[config.mk]
export PLATFORM = sky130hd
export DESIGN_NAME = tte_fifo
export DESIGN_NICKNAME = d
export VERILOG_FILES = /design/src/hdl/tte_fifo.sv
export SDC_FILE = /design/constraint.sdc
export NUM_CORES = 1
export LEC_CHECK = 0
export BUFFER_PORTS_ARGS = -buffer_cell sky130_fd_sc_hd__buf_2
export CAP_MARGIN = 20
export CORE_ASPECT_RATIO = 0.6
export CORE_MARGIN = 5
export CORE_UTILIZATION = 57
export DETAILED_ROUTE_END_ITERATION = 6
export GPL_TIMING_DRIVEN = 0
export PLACE_DENSITY = 0.79
export RECOVER_POWER = 25
export SLEW_MARGIN = 10
export SYNTH_ARGS = -nofsm -noshare
export SYNTH_HDL_FRONTEND = slang
export SYNTH_SLANG_ARGS = --single-unit
[constraint.sdc]
create_clock -name clk -period 2.5 [get_ports clk]
set_input_delay 0 -clock clk [delete_from_list [all_inputs] [get_ports clk]]
set_output_delay 0 -clock clk [all_outputs]
set_load 0.005 [all_outputs]
[src/hdl/tte_fifo.sv]
// ----------------------------------------------------------------------------
// tte_fifo
// Short command queue between the front and back parts.
// ----------------------------------------------------------------------------
module tte_fifo #(
  parameter int WIDTH = 64,
  parameter int DEPTH = 4
) (
  input  logic             clk,
  input  logic             rst,
  input  logic             push,
  input  logic [WIDTH-1:0] push_data,
  output logic             full,
  input  logic             pop,
  output logic [WIDTH-1:0] pop_data,
  output logic             empty
);

  localparam int PTRW = (DEPTH > 1) ? $clog2(DEPTH) : 1;
  localparam int CNTW = $clog2(DEPTH + 1);

  logic [WIDTH-1:0] slots [DEPTH];
  logic [PTRW-1:0]  wptr;
  logic [PTRW-1:0]  rptr;
  logic [CNTW-1:0]  count;
  logic             do_push;
  logic             do_pop;

  assign full     = (count == CNTW'(DEPTH));
  assign empty    = (count == '0);
  assign do_push  = push && !full;
  assign do_pop   = pop && !empty;
  assign pop_data = slots[rptr];

  // Store an item at the tail
  always_ff @(posedge clk) begin
    if (do_push) begin
      slots[wptr] <= push_data;
    end
  end

  // Advance pointers and occupancy
  always_ff @(posedge clk) begin
    if (rst) begin
      wptr  <= '0;
      rptr  <= '0;
      count <= '0;
    end else begin
      if (do_push) begin
        wptr <= (wptr == PTRW'(DEPTH - 1)) ? '0 : wptr + PTRW'(1);
      end
      if (do_pop) begin
        rptr <= (rptr == PTRW'(DEPTH - 1)) ? '0 : rptr + PTRW'(1);
      end
      if (do_push && !do_pop) begin
        count <= count + CNTW'(1);
      end else if (do_pop && !do_push) begin
        count <= count - CNTW'(1);
      end
    end
  end

endmodule

==> metrics.md <==
| Metric | Value |
|---|---|
| Status | `completed` |
| CP endpoint kind | `register` |
| DR DRC count | `0` |
| Clock Latency Late Sink | `510 ps` |
| CP max-delay cell | `or3_2` |
| Placed Cells | `754` |
| Share of the yosys chip area belonging to registers | `0.808` |
| Root buf cell | `clkbuf_16` |
| Synth warn | `0` |
| Max Freq | `432 MHz` |
| Postcts setup bufs | `0` |
| RSZ-0062 raised after global routing | `false` |
| Top FF cell, synth | `edfxtp_1` |
| Die Y | `111 um` |
| Drt first pass iters | `5` |
| Most frequent cells in the layout | `edfxtp_1 (256), buf_2 (99), dlygate4sd3_1 (68)` |
| Fin crit share | `0.925` |
| Synthesis-stage register bit count | `265` |
| Setup WS post-layout | `187 ps` |
| Worst Tran Pin Value | `600 ps` |
| DIE AREA | `19,900 um^2` |
| Worst EP required | `2940 ps` |
| Share of power burned in registers | `0.474` |
| DRT iter0 DRCs | `365` |
| Final Setup Violations | `0` |
| CP Data Arrival Time | `2750 ps` |
| Net Sw Frac | `0.242` |
| Worst min-delay path class | `input port to register` |
| Inserted Clock Buffers | `24` |
| Total core area | `16,900 um^2` |
| Vias in the first global route | `5,214` |
| Comb power frac | `0.209` |
| Final Max Tran Viols | `0` |
| Fin cells | `866` |
| Share of synthesized registers carrying an async set or reset | `0` |
| Clock skew | `8.89 ps` |
| Clk sink count | `265` |
| Hpwl dp | `11.0 mm` |
| Most common cell after layout, fill and taps aside | `edfxtp_1` |
| Vias | `4,789` |
| Post-layout util | `0.723` |
| CP startpoint kind | `register` |
| Initial antenna violation count | `0` |
| Antenna-violating nets left | `0` |
| Mapped Nets | `459` |
| Gp weighted congestion | `0.695` |
| Pwr Density | `947 nW/um^2` |
| Slew headroom | `0.600` |
| Worst Setup Path Type | `register to register` |
| Peak fanout along the critical path | `7` |
| Clock Path Buffers | `3` |
| Row cnt | `37` |
| Grt ovf | `0` |
| Drt total wl | `18.7 mm` |
| Total power | `11.6 mW` |
| Synth Cell Area | `9730 um^2` |
| WL/cell | `21.6 um` |
| Clk pwr share | `0.317` |
| Critical path's top delay family | `simple AND/OR/NAND/NOR gates` |
| Peak VDD IR | `655 uV` |
| Reg clk slew, reported paths | `60 ps` |
| Die Width | `179 um` |
| Vias per cell | `5.53` |
| WP buf/inv | `3` |
| Critical Path Max Stage Delay | `430 ps` |
| Synthesized area per cell | `25.3 um^2` |
| First-pass GRT wire length | `29.0 mm` |
| CTS tree | `yes` |
| Layout cells sized above 1 | `0.356` |
| Max Cap Viol | `0` |
| Area grow syn2layout | `25.8%` |
| Worst slack at placement | `119 ps` |
| IO Port Bufs | `132` |
| Post-Syn Instances | `384` |
| CP cell instances | `or3b_1 -> buf_6 -> clkinv_4 -> nor2_2 -> ha_1 -> inv_1 -> fa_1 -> xor2_1 -> or3_2 -> a21oi_1` |
| Number of diodes | `0` |
| Tot GR Track Use | `0.191` |
| Post-synth EDFFs | `256` |
| Net Switching | `2.80 mW` |
| Tmin final | `2310 ps` |
| Initial Utilization | `0.574` |
| Nets@finish | `689` |
| Hold Violations, Final | `0` |
| Top Ports | `134` |
| H-Tree Depth | `1` |
| Largest net degree at the start of global routing | `47` |
| Int Pwr | `8.80 mW` |
| Cell variety after synth | `26` |
| Static leakage | `4.13 nW` |
Yosys cell counts, drive strengths merged (3+ instances only):
master	number	area, um^2
ha	6	75.1
inv	4	15.0
buf	14	116
and3	4	30.0
mux4	64	1440
edfxtp	256	7690
dfxtp	9	180
a21oi	3	15.0
nor2	4	17.5
metrics by stage:
| step | TNS, ps | hold WS (ps) | area, um^2 |
|---|---|---|---|
| after floorplan | 0 | 98.9 | 9730 |
| after global placement | -8940 | 208 | 10700 |
| after detailed placement | 0 | 218 | 10800 |
| after CTS | 0 | 219 | 12300 |
| after global routing | 0 | 273 | 12200 |
| final | 0 | 252 | 12200 |
layer usage:
metal  global-route usage  wire [um]
met1                0.267       7730
met2                0.323       9410
met3               0.0368       1200
met4               0.0373        352
met5                    0          0
power by group through the flow:
| stage | registers, mW | clock network (mW) | logic (mW) |
|---|---|---|---|
| after floorplan | 5.55 | 0 | 1.42 |
| after detailed placement | 5.59 | 0 | 2.37 |
| after global routing | 5.53 | 3.95 | 2.63 |
| after global placement | 5.57 | 0 | 2.24 |
| final | 5.50 | 3.68 | 2.42 |
| after CTS | 5.50 | 3.74 | 2.48 |
layout make-up:
class	count	area (um^2)
Fill cell	999	4700
Tap cell	234	293
Clock inverter	14	146
Inverter	5	23.8
Multi-Input combinational cell	98	1730
Sequential cell	265	7870
Clock buffer	30	654
Timing Repair Buffer	204	1400
Buffer	16	124
cell families after synthesis:
| group | after synthesis | share of synthesized area |
|---|---|---|
| flip-flops | 265 | 0.808 |
| multiplexers | 66 | 0.150 |
| buffers and inverters | 21 | 0.0152 |
| AND/OR/NAND/NOR | 16 | 0.00964 |
| AO/OA/AOI/OAI | 7 | 0.00514 |
| adder cells (fa/ha/maj) | 7 | 0.00977 |
| XOR/XNOR | 2 | 0.00180 |
sequential cells by signal, summed over array words and instances, names as in the netlist, named ones only:
signal	count
slots	256
count	3
rptr	2
wptr	2
final timing paths:
kind	to	start	slack (ps)	depth (start not counted)
max	count[2]$_SDFFE_PP0P_	count[0]$_SDFFE_PP0P_	190	10
min reg2reg	register	rptr[0]$_SDFFE_PP0P_	520	2
min	slots[2][17]$_DFFE_PP_	push_data[17]	250	2
max reg2reg	count[2]$_SDFFE_PP0P_	count[0]$_SDFFE_PP0P_	190	10
what timing repair did:
item                                    in CTS  in global routing
endpoints found under the setup margin       0                  1
gates resized for setup                      0                  2
hold buffers                                68                  0
endpoints found under the hold margin      265                  0
Power figures use the tool's default switching activity.
