<file path="config.mk">
export PLATFORM = sky130hd
export DESIGN_NAME = tte_front
export DESIGN_NICKNAME = d
export VERILOG_FILES = /design/src/hdl/tte_pkg.sv /design/src/hdl/tte_front.sv
export SDC_FILE = /design/constraint.sdc
export NUM_CORES = 1
export LEC_CHECK = 0
export BUFFER_PORTS_ARGS = -buffer_cell sky130_fd_sc_hd__buf_4
export CAP_MARGIN = 20
export CORE_MARGIN = 2
export CORE_UTILIZATION = 55
export DETAILED_ROUTE_END_ITERATION = 6
export PLACE_DENSITY = 0.82
export RECOVER_POWER = 100
export SLEW_MARGIN = 15
export SYNTH_ARGS = -nofsm -noshare
export SYNTH_HDL_FRONTEND = slang
export SYNTH_SLANG_ARGS = --single-unit
</file>
<file path="constraint.sdc">
create_clock -name clk -period 16.54 [get_ports clk]
set_input_delay 0.827 -clock clk [delete_from_list [all_inputs] [get_ports clk]]
set_output_delay 0.827 -clock clk [all_outputs]
set_load 0.02 [all_outputs]
</file>
<file path="src/hdl/tte_pkg.sv">
// ----------------------------------------------------------------------------
// tte_pkg
// Shared codes, field widths and item types of the texture transform engine.
// ----------------------------------------------------------------------------
package tte_pkg;

  localparam int PIXEL_W     = 32;
  localparam int MODE_W      = 3;
  localparam int SIZE_REG_W  = 9;
  localparam int ORIGIN_W    = 8;
  localparam int CFG_INDEX_W = 3;
  localparam int CFG_DATA_W  = 9;

  // Item opcodes
  localparam logic OP_WRITE = 1'b0;
  localparam logic OP_FETCH = 1'b1;

  // Output modes; unlisted codes act as copy
  localparam logic [MODE_W-1:0] MODE_COPY    = 3'd0;
  localparam logic [MODE_W-1:0] MODE_HMIRROR = 3'd1;
  localparam logic [MODE_W-1:0] MODE_VMIRROR = 3'd2;
  localparam logic [MODE_W-1:0] MODE_CROP    = 3'd3;
  localparam logic [MODE_W-1:0] MODE_SCALE   = 3'd4;

  // Configuration register indexes
  localparam logic [CFG_INDEX_W-1:0] REG_MODE   = 3'd0;
  localparam logic [CFG_INDEX_W-1:0] REG_SRC_W  = 3'd1;
  localparam logic [CFG_INDEX_W-1:0] REG_SRC_H  = 3'd2;
  localparam logic [CFG_INDEX_W-1:0] REG_DST_W  = 3'd3;
  localparam logic [CFG_INDEX_W-1:0] REG_DST_H  = 3'd4;
  localparam logic [CFG_INDEX_W-1:0] REG_CROP_X = 3'd5;
  localparam logic [CFG_INDEX_W-1:0] REG_CROP_Y = 3'd6;

  typedef struct packed {
    logic               opcode;
    logic [PIXEL_W-1:0] pixel_in;
  } tte_in_t;

  typedef struct packed {
    logic [PIXEL_W-1:0] pixel_out;
    logic               last_pixel;
    logic               out_of_range;
  } tte_out_t;

  typedef enum logic [2:0] {
    BK_IDLE,
    BK_MAP,
    BK_DIV,
    BK_ADDR,
    BK_READ
  } tte_back_state_t;

endpackage

</file>
<file path="src/hdl/tte_front.sv">
// ----------------------------------------------------------------------------
// tte_front
// Accepts items, tracks write and output raster positions, and queues commands.
// ----------------------------------------------------------------------------
module tte_front #(
  parameter int MAX_WIDTH  = 256,
  parameter int MAX_HEIGHT = 256,
  parameter int XW   = (MAX_WIDTH > 1) ? $clog2(MAX_WIDTH) : 1,
  parameter int YW   = (MAX_HEIGHT > 1) ? $clog2(MAX_HEIGHT) : 1,
  parameter int SZW  = $clog2(MAX_WIDTH + 1),
  parameter int SZH  = $clog2(MAX_HEIGHT + 1),
  parameter int AW   = (MAX_WIDTH * MAX_HEIGHT > 1) ? $clog2(MAX_WIDTH * MAX_HEIGHT) : 1,
  parameter int CMDW = 2 + 32 + AW + XW + YW
) (
  input  logic                  clk,
  input  logic                  rst,
  input  logic                  restart,
  input  logic                  push,
  output logic                  full,
  input  tte_pkg::tte_in_t      request,
  input  logic [2:0]            mode,
  input  logic [SZW-1:0]        sw,
  input  logic [SZH-1:0]        sh,
  input  logic [SZW-1:0]        dw,
  input  logic [SZH-1:0]        dh,
  output logic                  cmd_push,
  output logic [CMDW-1:0]       cmd_data,
  input  logic                  cmd_full
);

  import tte_pkg::*;

  localparam int PW   = SZW + SZH;
  localparam int NW   = (AW + 1 > PW) ? AW + 1 : PW;
  localparam int CMPX = (XW > SZW) ? XW : SZW;
  localparam int CMPY = (YW > SZH) ? YW : SZH;

  logic [AW-1:0]  wp;
  logic [AW-1:0]  wp_next;
  logic [XW-1:0]  col;
  logic [XW-1:0]  col_next;
  logic [YW-1:0]  row;
  logic [YW-1:0]  row_next;

  logic           accept;
  logic           is_fetch;
  logic [PW-1:0]  pix_count;
  logic [AW-1:0]  wr_addr;
  logic [NW-1:0]  wr_inc;
  logic           crop_scale;
  logic [SZW-1:0] ow;
  logic [SZH-1:0] oh;
  logic [SZW-1:0] ow_m1;
  logic [SZH-1:0] oh_m1;
  logic [XW-1:0]  x;
  logic [YW-1:0]  y;
  logic           col_end;
  logic           row_end;
  logic           last;

  assign full     = cmd_full;
  assign accept   = push && !cmd_full;
  assign is_fetch = (request.opcode == OP_FETCH);
  assign cmd_push = accept;

  // Source write position, wrapping at the image size
  assign pix_count = sw * sh;
  assign wr_addr   = (NW'(wp) >= NW'(pix_count)) ? '0 : wp;
  assign wr_inc    = NW'(wr_addr) + NW'(1);

  // Output frame size and clamped output position
  assign crop_scale = (mode == MODE_CROP) || (mode == MODE_SCALE);
  assign ow      = crop_scale ? dw : sw;
  assign oh      = crop_scale ? dh : sh;
  assign ow_m1   = ow - SZW'(1);
  assign oh_m1   = oh - SZH'(1);
  assign x       = (CMPX'(col) < CMPX'(ow)) ? col : XW'(ow_m1);
  assign y       = (CMPY'(row) < CMPY'(oh)) ? row : YW'(oh_m1);
  assign col_end = (CMPX'(x) == CMPX'(ow_m1));
  assign row_end = (CMPY'(y) == CMPY'(oh_m1));
  assign last    = col_end && row_end;

  // Pack the command: kind, last mark, pixel, write address, column, row
  assign cmd_data = {is_fetch, last, request.pixel_in, wr_addr, x, y};

  // Next positions
  always_comb begin
    wp_next  = wp;
    col_next = col;
    row_next = row;
    if (restart) begin
      wp_next  = '0;
      col_next = '0;
      row_next = '0;
    end else if (accept && !is_fetch) begin
      wp_next = (wr_inc >= NW'(pix_count)) ? '0 : AW'(wr_inc);
    end else if (accept && is_fetch) begin
      if (col_end) begin
        col_next = '0;
        row_next = row_end ? '0 : y + YW'(1);
      end else begin
        col_next = x + XW'(1);
        row_next = y;
      end
    end
  end

  // Hold positions
  always_ff @(posedge clk) begin
    if (rst) begin
      wp  <= '0;
      col <= '0;
      row <= '0;
    end else begin
      wp  <= wp_next;
      col <= col_next;
      row <= row_next;
    end
  end

endmodule

</file>
==> impl_results.md <==
- Status: finished, violations left
- Failing checks: capacitance limit, slew limit
- Power per cell area: 81.6 mW/mm²
- Critical path's slowest cell: clkbuf_1
- Seq cells post-synth: 32
- FILL cells: 1247
- Kind of critical path: in2reg
- Number of flops mapped to enable cells by yosys: 0
- Syn Nets: 1193
- Final Hold Vio Count: 0
- Worst skew pair latency: 0.28 ns
- Min-delay worst type: reg2reg
- Post-DP HPWL: 15400 µm
- Initial antenna violation count: 0
- Final nets: 1202
- Setup Total Neg Slack: 0 ns
- Die Ht: 122 µm
- Starting density of the core: 55.7%
- Max-slew violations: 70
- DR vias: 6942
- Top cell by count, worst path: ha_1
- WP buf/inv: 5
- Row cnt: 43
- Max Used Layer: met4
- Area of the multi-input gates: 0.00614 mm²
- Slowest stage delay, CP: 1.23 ns
- Leading cell type in the layout, fill and taps excluded: inv_1
- Sequential Area: 641 µm²
- Die X: 122 µm
- Mapped Cells: 976
- Pleak: 3.80 nW
- CTS Hold Buffers Added: 0
- Global route total overflow: 0
- GP Congestion: 0.916
- Largest net degree at the start of global routing: 45
- Fin area: 0.00805 mm²
- Fraction of layout cells with a size suffix above 1: 9.53%
- Unrepaired setup endpoints after global routing: no
- Clock transition at the registers of the reported paths: 0.06 ns
- CP endpoint kind: flop
- Bufs on Longest Clock Path: 2
- Via/cell ratio: 5.95
- Most frequent cells in the layout: inv_1, ha_1, nand2_1, a21oi_1, and2_1
- Post-route core utilization: 58.7%
- Post-DR wirelength/cell: 16.6 µm
- Slew HR: -16.9%
- Core area: 0.0137 mm²
- Crit-path leading delay family: compound AO/OA/AOI/OAI gates
- Root Buffer Master: clkbuf_16
- Setup Fix Bufs, Post-CTS: 0
- Netlist cell types: 81
- WL met2: 9250 µm
- Cells resized by post-CTS repair: 0
- CTS Sinks: 32
- Routed wire length: 19400 µm
- Synthesized area: 0.00764 mm²
- Hold Slack: 0.487 ns
- Top_reg_cell synth: dfxtp_1
- Number of global-route vias before repair: 6933
- Initial drt markers: 519
- WL met3: 1200 µm
- All-layer global routing usage: 27.1%
- CP Max Fanout: 44
- Final worst setup slack: 5.36 ns
- Routed length on met1: 8200 µm
- Mean Syn Cell Area: 7.83 µm²
- Critical path startpoint category: input pin
- Async S/R FF share, synth: 0%
- Synth warn: 0
- Max rail drop VDD: 0.0000632 V
- # diodes: 0
- Crit path required time: 16.77 ns
- Area grow syn2layout: 5.32%
- Die footprint: 0.0148 mm²
- Area after DPL: 0.00804 mm²
- H-tree levels: 2
- Final worst-path cycle share: 67.6%
- First-pass GRT wire length: 33000 µm
- Worst-Margin Slew: 1.75 ns
- Tmin final: 11.18 ns
- # port buffers: 80
- CP arrival: 11.41 ns
- Place WS: 6.37 ns
- DRC errors left: 0
- CTS tree: built
- Worst Skew: 0.00695 ns
- Post-detailed-route count of antenna-violating nets: 0
- Fmax: 89.4 MHz
- Io pins: 145
- Drt first pass iters: 5
- Sequential-to-total area share from yosys stat: 8.39%
- Finish-stage setup viols: 0
- Inserted Clock Buffers: 5
- Max_cap viols: 2
[power breakdown]
part | switching (mW) | total, mW | leakage, nW | internal, mW
logic | 0.276 | 0.473 | 3.46 | 0.196
clock network | 0.0349 | 0.106 | 0.0798 | 0.0707
registers | 0.000718 | 0.0782 | 0.258 | 0.0775
total | 0.312 | 0.656 | 3.80 | 0.345
[registers in the layout, indices dropped and copies added, names as in the netlist]
name and cells:
wp 16, row 8, col 8
[metal layers]
| metal | vias to the layer above | global-route usage, % |
|---|---|---|
| met2 | 234 | 46.1 |
| met3 | 60 | 4.35 |
| met5 | - | 0 |
| li1 | 3365 | - |
| met4 | 0 | 10.5 |
| met1 | 3283 | 34.5 |
[stage by stage]
step / total power, mW / instances
2_1_floorplan: 0.445 / 976
3_3_place_gp: 0.535 / 1158
3_5_place_dp: 0.548 / 1158
4_1_cts: 0.657 / 1166
5_1_grt: 0.737 / 1166
6_report: 0.656 / 1166
[cell type report]
class	instances	area share, %
clock inverter	3	0.529
clock buffer	5	1.55
timing repair buffer	83	6.06
tap	180	2.80
inverter	103	4.80
multi-input combinational	760	76.3
sequential	32	7.96
[worst paths after layout]
check | from | end | slack (ns) | depth (start not counted)
setup / recovery | sw[4] | wp[10]$_SDFFE_PP0P_ | 5.36 | 42
hold / removal | wp[0]$_SDFFE_PP0P_ | wp[0]$_SDFFE_PP0P_ | 0.49 | 2
setup reg to reg | wp[5]$_SDFFE_PP0P_ | wp[10]$_SDFFE_PP0P_ | 9.89 | 24
hold reg to reg | wp[0]$_SDFFE_PP0P_ | wp[0]$_SDFFE_PP0P_ | 0.49 | 2
[logic make-up after synthesis]
kind of cell	after synthesis	synth area share, %
xor gates and xnor gates	43	5.68
adders and majority gates	140	27.8
muxes	10	1.47
AOI/OAI and AO/OA	221	21.2
and+or+nand+nor	346	24.4
buffers and inverters	184	11.0
DFF	32	8.39
[Yosys cell counts, drive strengths merged, types with 16 or more instances]
cell type	instances	share of area (%)
fa	50	13
buf	51	4.5
xnor2	19	2.2
and2	56	4.6
dfxtp	32	8.4
clkbuf	30	1.5
xor2	20	2.3
a21o	29	2.8
nand2b	16	1.3
inv	103	5.1
nand2	87	4.3
ha	90	15
nand3	25	1.6
nor2	44	2.2
o21ai	40	2.6
nor2b	24	2.0
nor3b	16	1.6
nor3	19	1.2
a21oi	61	4.0
[tightest hold or removal path, cell delays in order, from the launching register on]
cell	delay, ns
dfxtp_1	0.33
nand2_1	0.06
a21oi_1	0.05
Power figures use the tool's default switching activity.
