`config.mk`:
```
export PLATFORM = sky130hd
export DESIGN_NAME = tte_back
export DESIGN_NICKNAME = d
export VERILOG_FILES = /design/src/hdl/tte_pkg.sv /design/src/hdl/tte_back.sv
export SDC_FILE = /design/constraint.sdc
export NUM_CORES = 1
export LEC_CHECK = 0
export ABC_CLOCK_PERIOD_IN_PS = 4950
export BUFFER_PORTS_ARGS = -buffer_cell sky130_fd_sc_hd__buf_4
export CORE_MARGIN = 4
export CORE_UTILIZATION = 44
export DETAILED_ROUTE_END_ITERATION = 10
export PLACE_DENSITY = 0.67
export SYNTH_ARGS = -nofsm -noshare
export SYNTH_HDL_FRONTEND = slang
export SYNTH_SLANG_ARGS = --single-unit
export TNS_END_PERCENT = 20
```
`constraint.sdc`:
```
create_clock -name clk -period 4.95 [get_ports clk]
set_clock_uncertainty 0.2 [all_clocks]
set_input_delay 0.2475 -clock clk [delete_from_list [all_inputs] [get_ports clk]]
set_output_delay 0.2475 -clock clk [all_outputs]
set_load 0.01 [all_outputs]
```
`src/hdl/tte_pkg.sv`:
```
// ----------------------------------------------------------------------------
// tte_pkg
// Shared codes, field widths and item types of the texture transform engine.
// ----------------------------------------------------------------------------
package tte_pkg;

  localparam int PIXEL_W     = 32;
  localparam int MODE_W      = 3;
  localparam int SIZE_REG_W  = 9;
  localparam int ORIGIN_W    = 8;
  localparam int CFG_INDEX_W = 3;
  localparam int CFG_DATA_W  = 9;

  // Item opcodes
  localparam logic OP_WRITE = 1'b0;
  localparam logic OP_FETCH = 1'b1;

  // Output modes; unlisted codes act as copy
  localparam logic [MODE_W-1:0] MODE_COPY    = 3'd0;
  localparam logic [MODE_W-1:0] MODE_HMIRROR = 3'd1;
  localparam logic [MODE_W-1:0] MODE_VMIRROR = 3'd2;
  localparam logic [MODE_W-1:0] MODE_CROP    = 3'd3;
  localparam logic [MODE_W-1:0] MODE_SCALE   = 3'd4;

  // Configuration register indexes
  localparam logic [CFG_INDEX_W-1:0] REG_MODE   = 3'd0;
  localparam logic [CFG_INDEX_W-1:0] REG_SRC_W  = 3'd1;
  localparam logic [CFG_INDEX_W-1:0] REG_SRC_H  = 3'd2;
  localparam logic [CFG_INDEX_W-1:0] REG_DST_W  = 3'd3;
  localparam logic [CFG_INDEX_W-1:0] REG_DST_H  = 3'd4;
  localparam logic [CFG_INDEX_W-1:0] REG_CROP_X = 3'd5;
  localparam logic [CFG_INDEX_W-1:0] REG_CROP_Y = 3'd6;

  typedef struct packed {
    logic               opcode;
    logic [PIXEL_W-1:0] pixel_in;
  } tte_in_t;

  typedef struct packed {
    logic [PIXEL_W-1:0] pixel_out;
    logic               last_pixel;
    logic               out_of_range;
  } tte_out_t;

  typedef enum logic [2:0] {
    BK_IDLE,
    BK_MAP,
    BK_DIV,
    BK_ADDR,
    BK_READ
  } tte_back_state_t;

endpackage

```
`src/hdl/tte_back.sv`:
```
// ----------------------------------------------------------------------------
// tte_back
// Executes queued commands: store writes, coordinate mapping, frame reads.
// ----------------------------------------------------------------------------
module tte_back #(
  parameter int MAX_WIDTH  = 256,
  parameter int MAX_HEIGHT = 256,
  parameter int XW   = (MAX_WIDTH > 1) ? $clog2(MAX_WIDTH) : 1,
  parameter int YW   = (MAX_HEIGHT > 1) ? $clog2(MAX_HEIGHT) : 1,
  parameter int SZW  = $clog2(MAX_WIDTH + 1),
  parameter int SZH  = $clog2(MAX_HEIGHT + 1),
  parameter int AW   = (MAX_WIDTH * MAX_HEIGHT > 1) ? $clog2(MAX_WIDTH * MAX_HEIGHT) : 1,
  parameter int CMDW = 2 + 32 + AW + XW + YW
) (
  input  logic               clk,
  input  logic               rst,
  input  logic [2:0]         mode,
  input  logic [SZW-1:0]     sw,
  input  logic [SZH-1:0]     sh,
  input  logic [SZW-1:0]     dw,
  input  logic [SZH-1:0]     dh,
  input  logic [7:0]         ox,
  input  logic [7:0]         oy,
  input  logic [CMDW-1:0]    cmd_data,
  input  logic               cmd_empty,
  output logic               cmd_pop,
  output logic               ram_we,
  output logic [AW-1:0]      ram_waddr,
  output logic [31:0]        ram_wdata,
  output logic               ram_re,
  output logic [AW-1:0]      ram_raddr,
  input  logic [31:0]        ram_rdata,
  input  logic               pop,
  output logic               empty,
  output tte_pkg::tte_out_t  result
);

  import tte_pkg::*;

  // Command field offsets
  localparam int X_LO    = YW;
  localparam int A_LO    = YW + XW;
  localparam int D_LO    = YW + XW + AW;
  localparam int LAST_B  = D_LO + PIXEL_W;
  localparam int FETCH_B = LAST_B + 1;

  // Coordinate and divider widths
  localparam int CW0  = (XW > YW) ? XW : YW;
  localparam int CW   = ((CW0 > 8) ? CW0 : 8) + 1;
  localparam int DVX  = XW + SZW;
  localparam int DVY  = YW + SZH;
  localparam int DVW  = (DVX > DVY) ? DVX : DVY;
  localparam int RW   = (SZW > SZH) ? SZW : SZH;
  localparam int SCW  = $clog2(DVW);
  localparam int AFW  = CW + SZW;

  tte_back_state_t state;
  tte_back_state_t state_next;

  logic [XW-1:0]  fx;
  logic [YW-1:0]  fy;
  logic           flast;
  logic [CW-1:0]  sx_r;
  logic [CW-1:0]  sy_r;
  logic [DVW-1:0] quo_x;
  logic [DVW-1:0] quo_y;
  logic [RW-1:0]  rem_x;
  logic [RW-1:0]  rem_y;
  logic [SCW-1:0] step;
  logic           oor_r;
  logic           result_valid;

  logic           head_fetch;
  logic           result_load;
  logic           div_done;
  logic [DVX-1:0] prod_x;
  logic [DVY-1:0] prod_y;
  logic [CW-1:0]  sx_map;
  logic [CW-1:0]  sy_map;
  logic [RW:0]    trial_x;
  logic [RW:0]    trial_y;
  logic           ge_x;
  logic           ge_y;
  logic [RW-1:0]  rem_x_next;
  logic [RW-1:0]  rem_y_next;
  logic [DVW-1:0] quo_x_next;
  logic [DVW-1:0] quo_y_next;
  logic [AFW-1:0] addr_full;
  logic           oor;

  assign head_fetch = (cmd_data[FETCH_B] == OP_FETCH);
  assign empty      = !result_valid;
  assign div_done   = (step == SCW'(DVW - 1));

  // Map output position to source position for the direct modes
  always_comb begin
    case (mode)
      MODE_HMIRROR: begin
        sx_map = CW'(sw) - CW'(1) - CW'(fx);
        sy_map = CW'(fy);
      end
      MODE_VMIRROR: begin
        sx_map = CW'(fx);
        sy_map = CW'(sh) - CW'(1) - CW'(fy);
      end
      MODE_CROP: begin
        sx_map = CW'(ox) + CW'(fx);
        sy_map = CW'(oy) + CW'(fy);
      end
      default: begin
        sx_map = CW'(fx);
        sy_map = CW'(fy);
      end
    endcase
  end

  // Scale numerators
  assign prod_x = fx * sw;
  assign prod_y = fy * sh;

  // One restoring-division step per lane
  always_comb begin
    trial_x    = {rem_x, quo_x[DVW-1]};
    trial_y    = {rem_y, quo_y[DVW-1]};
    ge_x       = (trial_x >= {1'b0, RW'(dw)});
    ge_y       = (trial_y >= {1'b0, RW'(dh)});
    rem_x_next = ge_x ? RW'(trial_x - {1'b0, RW'(dw)}) : RW'(trial_x);
    rem_y_next = ge_y ? RW'(trial_y - {1'b0, RW'(dh)}) : RW'(trial_y);
    quo_x_next = {quo_x[DVW-2:0], ge_x};
    quo_y_next = {quo_y[DVW-2:0], ge_y};
  end

  // Range check and store address
  assign oor       = (sx_r >= CW'(sw)) || (sy_r >= CW'(sh));
  assign addr_full = sy_r * sw + AFW'(sx_r);

  // Next state
  always_comb begin
    state_next = state;
    unique case (state)
      BK_IDLE: begin
        if (!cmd_empty && head_fetch) begin
          state_next = BK_MAP;
        end
      end
      BK_MAP: begin
        state_next = (mode == MODE_SCALE) ? BK_DIV : BK_ADDR;
      end
      BK_DIV: begin
        if (div_done) begin
          state_next = BK_ADDR;
        end
      end
      BK_ADDR: begin
        state_next = BK_READ;
      end
      BK_READ: begin
        if (result_load) begin
          state_next = BK_IDLE;
        end
      end
      default: begin
        state_next = BK_IDLE;
      end
    endcase
  end

  // Outputs of the sequencer
  always_comb begin
    cmd_pop     = 1'b0;
    ram_we      = 1'b0;
    ram_re      = 1'b0;
    result_load = 1'b0;
    unique case (state)
      BK_IDLE: begin
        cmd_pop = !cmd_empty;
        ram_we  = !cmd_empty && !head_fetch;
      end
      BK_ADDR: begin
        ram_re = 1'b1;
      end
      BK_READ: begin
        result_load = !result_valid || pop;
      end
      default: begin
        cmd_pop = 1'b0;
      end
    endcase
  end

  assign ram_waddr = cmd_data[D_LO-1:A_LO];
  assign ram_wdata = cmd_data[LAST_B-1:D_LO];
  assign ram_raddr = AW'(addr_full);

  // Advance the sequencer
  always_ff @(posedge clk) begin
    if (rst) begin
      state <= BK_IDLE;
    end else begin
      state <= state_next;
    end
  end

  // Datapath registers
  always_ff @(posedge clk) begin
    case (state)
      BK_IDLE: begin
        fx    <= cmd_data[A_LO-1:X_LO];
        fy    <= cmd_data[X_LO-1:0];
        flast <= cmd_data[LAST_B];
      end
      BK_MAP: begin
        sx_r  <= sx_map;
        sy_r  <= sy_map;
        quo_x <= DVW'(prod_x);
        quo_y <= DVW'(prod_y);
        rem_x <= '0;
        rem_y <= '0;
        step  <= '0;
      end
      BK_DIV: begin
        quo_x <= quo_x_next;
        quo_y <= quo_y_next;
        rem_x <= rem_x_next;
        rem_y <= rem_y_next;
        step  <= step + SCW'(1);
        if (div_done) begin
          sx_r <= CW'(quo_x_next);
          sy_r <= CW'(quo_y_next);
        end
      end
      BK_ADDR: begin
        oor_r <= oor;
      end
      default: begin
        oor_r <= oor_r;
      end
    endcase
  end

  // Output register: load a finished result, drop it when taken
  always_ff @(posedge clk) begin
    if (rst) begin
      result_valid <= 1'b0;
    end else if (result_load) begin
      result_valid <= 1'b1;
    end else if (pop) begin
      result_valid <= 1'b0;
    end
  end

  always_ff @(posedge clk) begin
    if (result_load) begin
      result.pixel_out    <= oor_r ? '0 : ram_rdata;
      result.last_pixel   <= flast;
      result.out_of_range <= oor_r;
    end
  end

  // Commands leave the queue only while the sequencer is free
  a_pop_idle: assert property (@(posedge clk) disable iff (rst)
    cmd_pop |-> (state == BK_IDLE) && !cmd_empty)
    else $error("command popped outside idle or from an empty queue");

  // Read data is used only right after an address was issued
  a_read_order: assert property (@(posedge clk) disable iff (rst)
    (state == BK_READ) |-> ($past(state) == BK_ADDR || $past(state) == BK_READ))
    else $error("read state entered without a store address");

  // The divider starts from step zero
  a_div_start: assert property (@(posedge clk) disable iff (rst)
    (state == BK_DIV) && ($past(state) == BK_MAP) |-> (step == '0))
    else $error("divider started at a nonzero step");

  // An out-of-range result carries a zero pixel
  a_oor_zero: assert property (@(posedge clk) disable iff (rst)
    result_valid && result.out_of_range |-> (result.pixel_out == '0))
    else $error("out-of-range result with a nonzero pixel");

endmodule

```
==> reports/metrics.yaml <==
drtIter0Drc: 857
synthToLayoutAreaGrowth_pct: 23.7
crit_path_start: "sy_r[3]"
violations: "setup timing"
dieWidth_um: 197
cts_tree: "done"
fillCellCount: 3077
regToRegSetupSlack_ns: 0.03
endpoint_kind: "primary output"
crit_path_cell_trace: "buf_6 -> nand2_4 -> fa_1 -> inv_1 -> fa_1 -> ha_1 -> fa_1 -> inv_2 -> fa_1 -> inv_2 -> ha_4 -> nor3_4 -> o21ai_2 -> a31oi_4 -> a31oi_4 -> or4b_4 -> nand3_2 -> buf_6"
dpl-instance-area_um2: 18000
design_area_um2: 19500
grt_pass1_wl_um: 66300
htreeDepth: 4
ys.warnings.count: 0
cts_inserted_buffers: 17
syn-cell-area_um2: 15800
ys_ff_latch: 131
synthArstFlopShare: 0
synthMuxAreaShare: 0.00825
synth_top_area_share: 0.242
grt_pass1_vias: 13200
worstRegToRegCells: 15
worst_path_largest_cell_delay_ns: 0.53
start_util: 0.444
tightest_slew_ns: 1.09
synth.area.top_cells: "edfxtp_1 (24%), fa_1 (18%), ha_1 (16%)"
cp.required_ns: 4.50
layout-drive-gt1-share: 0.203
clk_latency_ns: 0.44
status: "complete, but fails checks"
fmax_mhz: 184
die_y_um: 197
hold_depth: 2
drt_first_pass_iters: 5
antenna_found_initial: 1
cp-start-kind: "register"
ys.flop_type: "edfxtp_1"
totalWireLength_um: 41400
fin_ws_ns: -0.476
drv_slew: 0
yosysUniqueCellTypes: 69
drv_cap: 0
synth_top_area_cell: "edfxtp_1"
via_per_inst: 5.32
diodes: 0
yosys.area_share.simple: 0.157
clockBufferDepth: 2
cts_sinks: 131
cts_root_buf: "clkbuf_16"
grt_util_all_layers: 0.212
synth_compound_gate_area_share: 0.119
seq_area_frac_synth: 0.247
nNetsFinal: 2462
path_clk_slew_ns: 0.06
r2r-end: "quo_x[15]"
die-area_um2: 38900
synth_commonest_cells: "inv_1 (232), ha_1 (204), nor2_1 (196)"
r2r-start: "fx[4]"
place_hpwl_um: 33200
finalHoldViolations: 0
wire_per_inst_um: 17.0
gr-total-overflow: 0
rsz0062_at_grt: "yes"
gp_congestion: 0.938
ant_nets: 0
synth_top_family_by_area: "adder cells"
synth_adder_area_share: 0.345
fin_crit_ns: 5.43
synth.avg_cell_area_um2: 9.38
holdCritPathClass: "primary input to register"
synth-xor-area-share: 0.0339
critical_path.max_fanout: 6
drc_errors: 0
grt_max_degree: 56
tns_ns: -2.96
fin_crit_sh: 1.10
ios: 259
core_um2: 35500
syn_inst: 1680
arrival_ns: 4.98
row_count: 69
yosysMostFrequentCell: "inv_1"
synth_edf_count: 127
setup_viol: 9
crit_end: "ram_raddr[14]"
cpMostUsedCell: "fa_1"
synth_fp_nets: 2185
crit_type: "register to primary output"
vias: 12900
maxSlewHeadroom: 0.271
cpMaxStageDelayCell: "fa_1"
io_buffer_count: 162
kinds of logic (layout without fill, tap and decap cells):
| family | count (synthesis) | count (layout) |
|---|---|---|
| multiplexers | 13 | 13 |
| adder cells (fa/ha/maj) | 348 | 348 |
| flip-flops | 131 | 131 |
| buffers and inverters | 325 | 615 |
| AND/OR/NAND/NOR | 519 | 519 |
| XOR/XNOR | 61 | 61 |
| AO/OA/AOI/OAI | 283 | 283 |
worst min path at each step:
stage                  start      endpoint  slack [ns]
2_1_floorplan            rst  result_valid        0.12
3_5_place_dp           flast     result[1]        0.22
3_3_place_gp           flast     result[1]        0.20
5_1_grt         ram_rdata[0]     result[2]       0.008
6_report        ram_rdata[0]     result[2]       0.002
4_1_cts        ram_rdata[23]    result[25]     0.00009
worst max-delay path, delay by kind of cell, from the launching register on:
kind	cells	cell delay [ns]
AND/OR/NAND/NOR	4	0.81
flip-flops	1	0.44
AO/OA/AOI/OAI	3	0.45
adder cells (fa/ha/maj)	6	2.44
buffers and inverters	5	0.40
registers in the layout, indices dropped and copies added, names as in the netlist, 8 cells and up:
signal / count
rem_y: 9
fy: 8
sx_r: 9
rem_x: 9
result: 34
fx: 8
quo_y: 17
quo_x: 17
sy_r: 9
per-stage QoR:
step | cells | hold WS (ns) | setup slack (ns) | utilization
6_report | 2431 | 0.00220 | -0.476 | 0.549
5_1_grt | 2431 | 0.00826 | -0.693 | 0.549
4_1_cts | 2429 | 0.0000889 | -0.543 | 0.544
3_5_place_dp | 2339 | 0.218 | -0.229 | 0.508
3_3_place_gp | 2339 | 0.205 | -0.174 | 0.508
2_1_floorplan | 1680 | 0.120 | 0.00790 | -
area by class of cell:
cell class / count / area (µm²) / share of cell area
clock inverters: 14 / 130 / 0.00668
repair buffers: 342 / 2740 / 0.140
well taps: 461 / 577 / 0.0296
multi-input cells: 1224 / 10800 / 0.555
inverters: 241 / 906 / 0.0465
clock buffers: 18 / 429 / 0.0220
flip-flops and latches: 131 / 3890 / 0.200
cells in the final DEF (no fill, tap or decap), types with 6 or more instances in the layout:
| master | instances |
|---|---|
| inv_1 | 221 |
| xnor2_1 | 36 |
| nand2b_1 | 18 |
| fa_1 | 141 |
| a21o_1 | 12 |
| o31a_1 | 7 |
| clkinv_1 | 9 |
| nor2_1 | 191 |
| a211oi_1 | 26 |
| ha_4 | 7 |
| nor3_1 | 15 |
| a21oi_1 | 72 |
| buf_6 | 6 |
| o21a_1 | 16 |
| o211ai_1 | 8 |
| mux2i_1 | 13 |
| a31oi_1 | 8 |
| o21bai_1 | 11 |
| nand2_2 | 7 |
| buf_4 | 282 |
| nand3_1 | 15 |
| nor2b_1 | 48 |
| nand2_1 | 106 |
| clkbuf_16 | 17 |
| ha_1 | 196 |
| xor2_1 | 25 |
| o21ai_0 | 58 |
| inv_2 | 11 |
| edfxtp_1 | 127 |
| dlygate4sd3_1 | 53 |
| o31ai_1 | 9 |
| and2_1 | 57 |
metal layers:
layer | vias to the layer above | wire, µm | track usage
met4 | 2 | 847 | 0.0506
met5 | - | 14 | 0
met3 | 64 | 2670 | 0.0524
li1 | 6155 | - | -
met2 | 368 | 20200 | 0.358
met1 | 6348 | 17700 | 0.276
timing repair:
action | in CTS | in global routing
gates resized for setup | 36 | 44
setup endpoints to repair | 11 | 23
pin swaps | 35 | 13
hold buffers | 52 | 1
buffers inserted | 6 | 1
hold endpoints to repair | 51 | 1
Power is not shown: default switching activity piles up to over one toggle a cycle in this logic, so the estimate is an artifact.
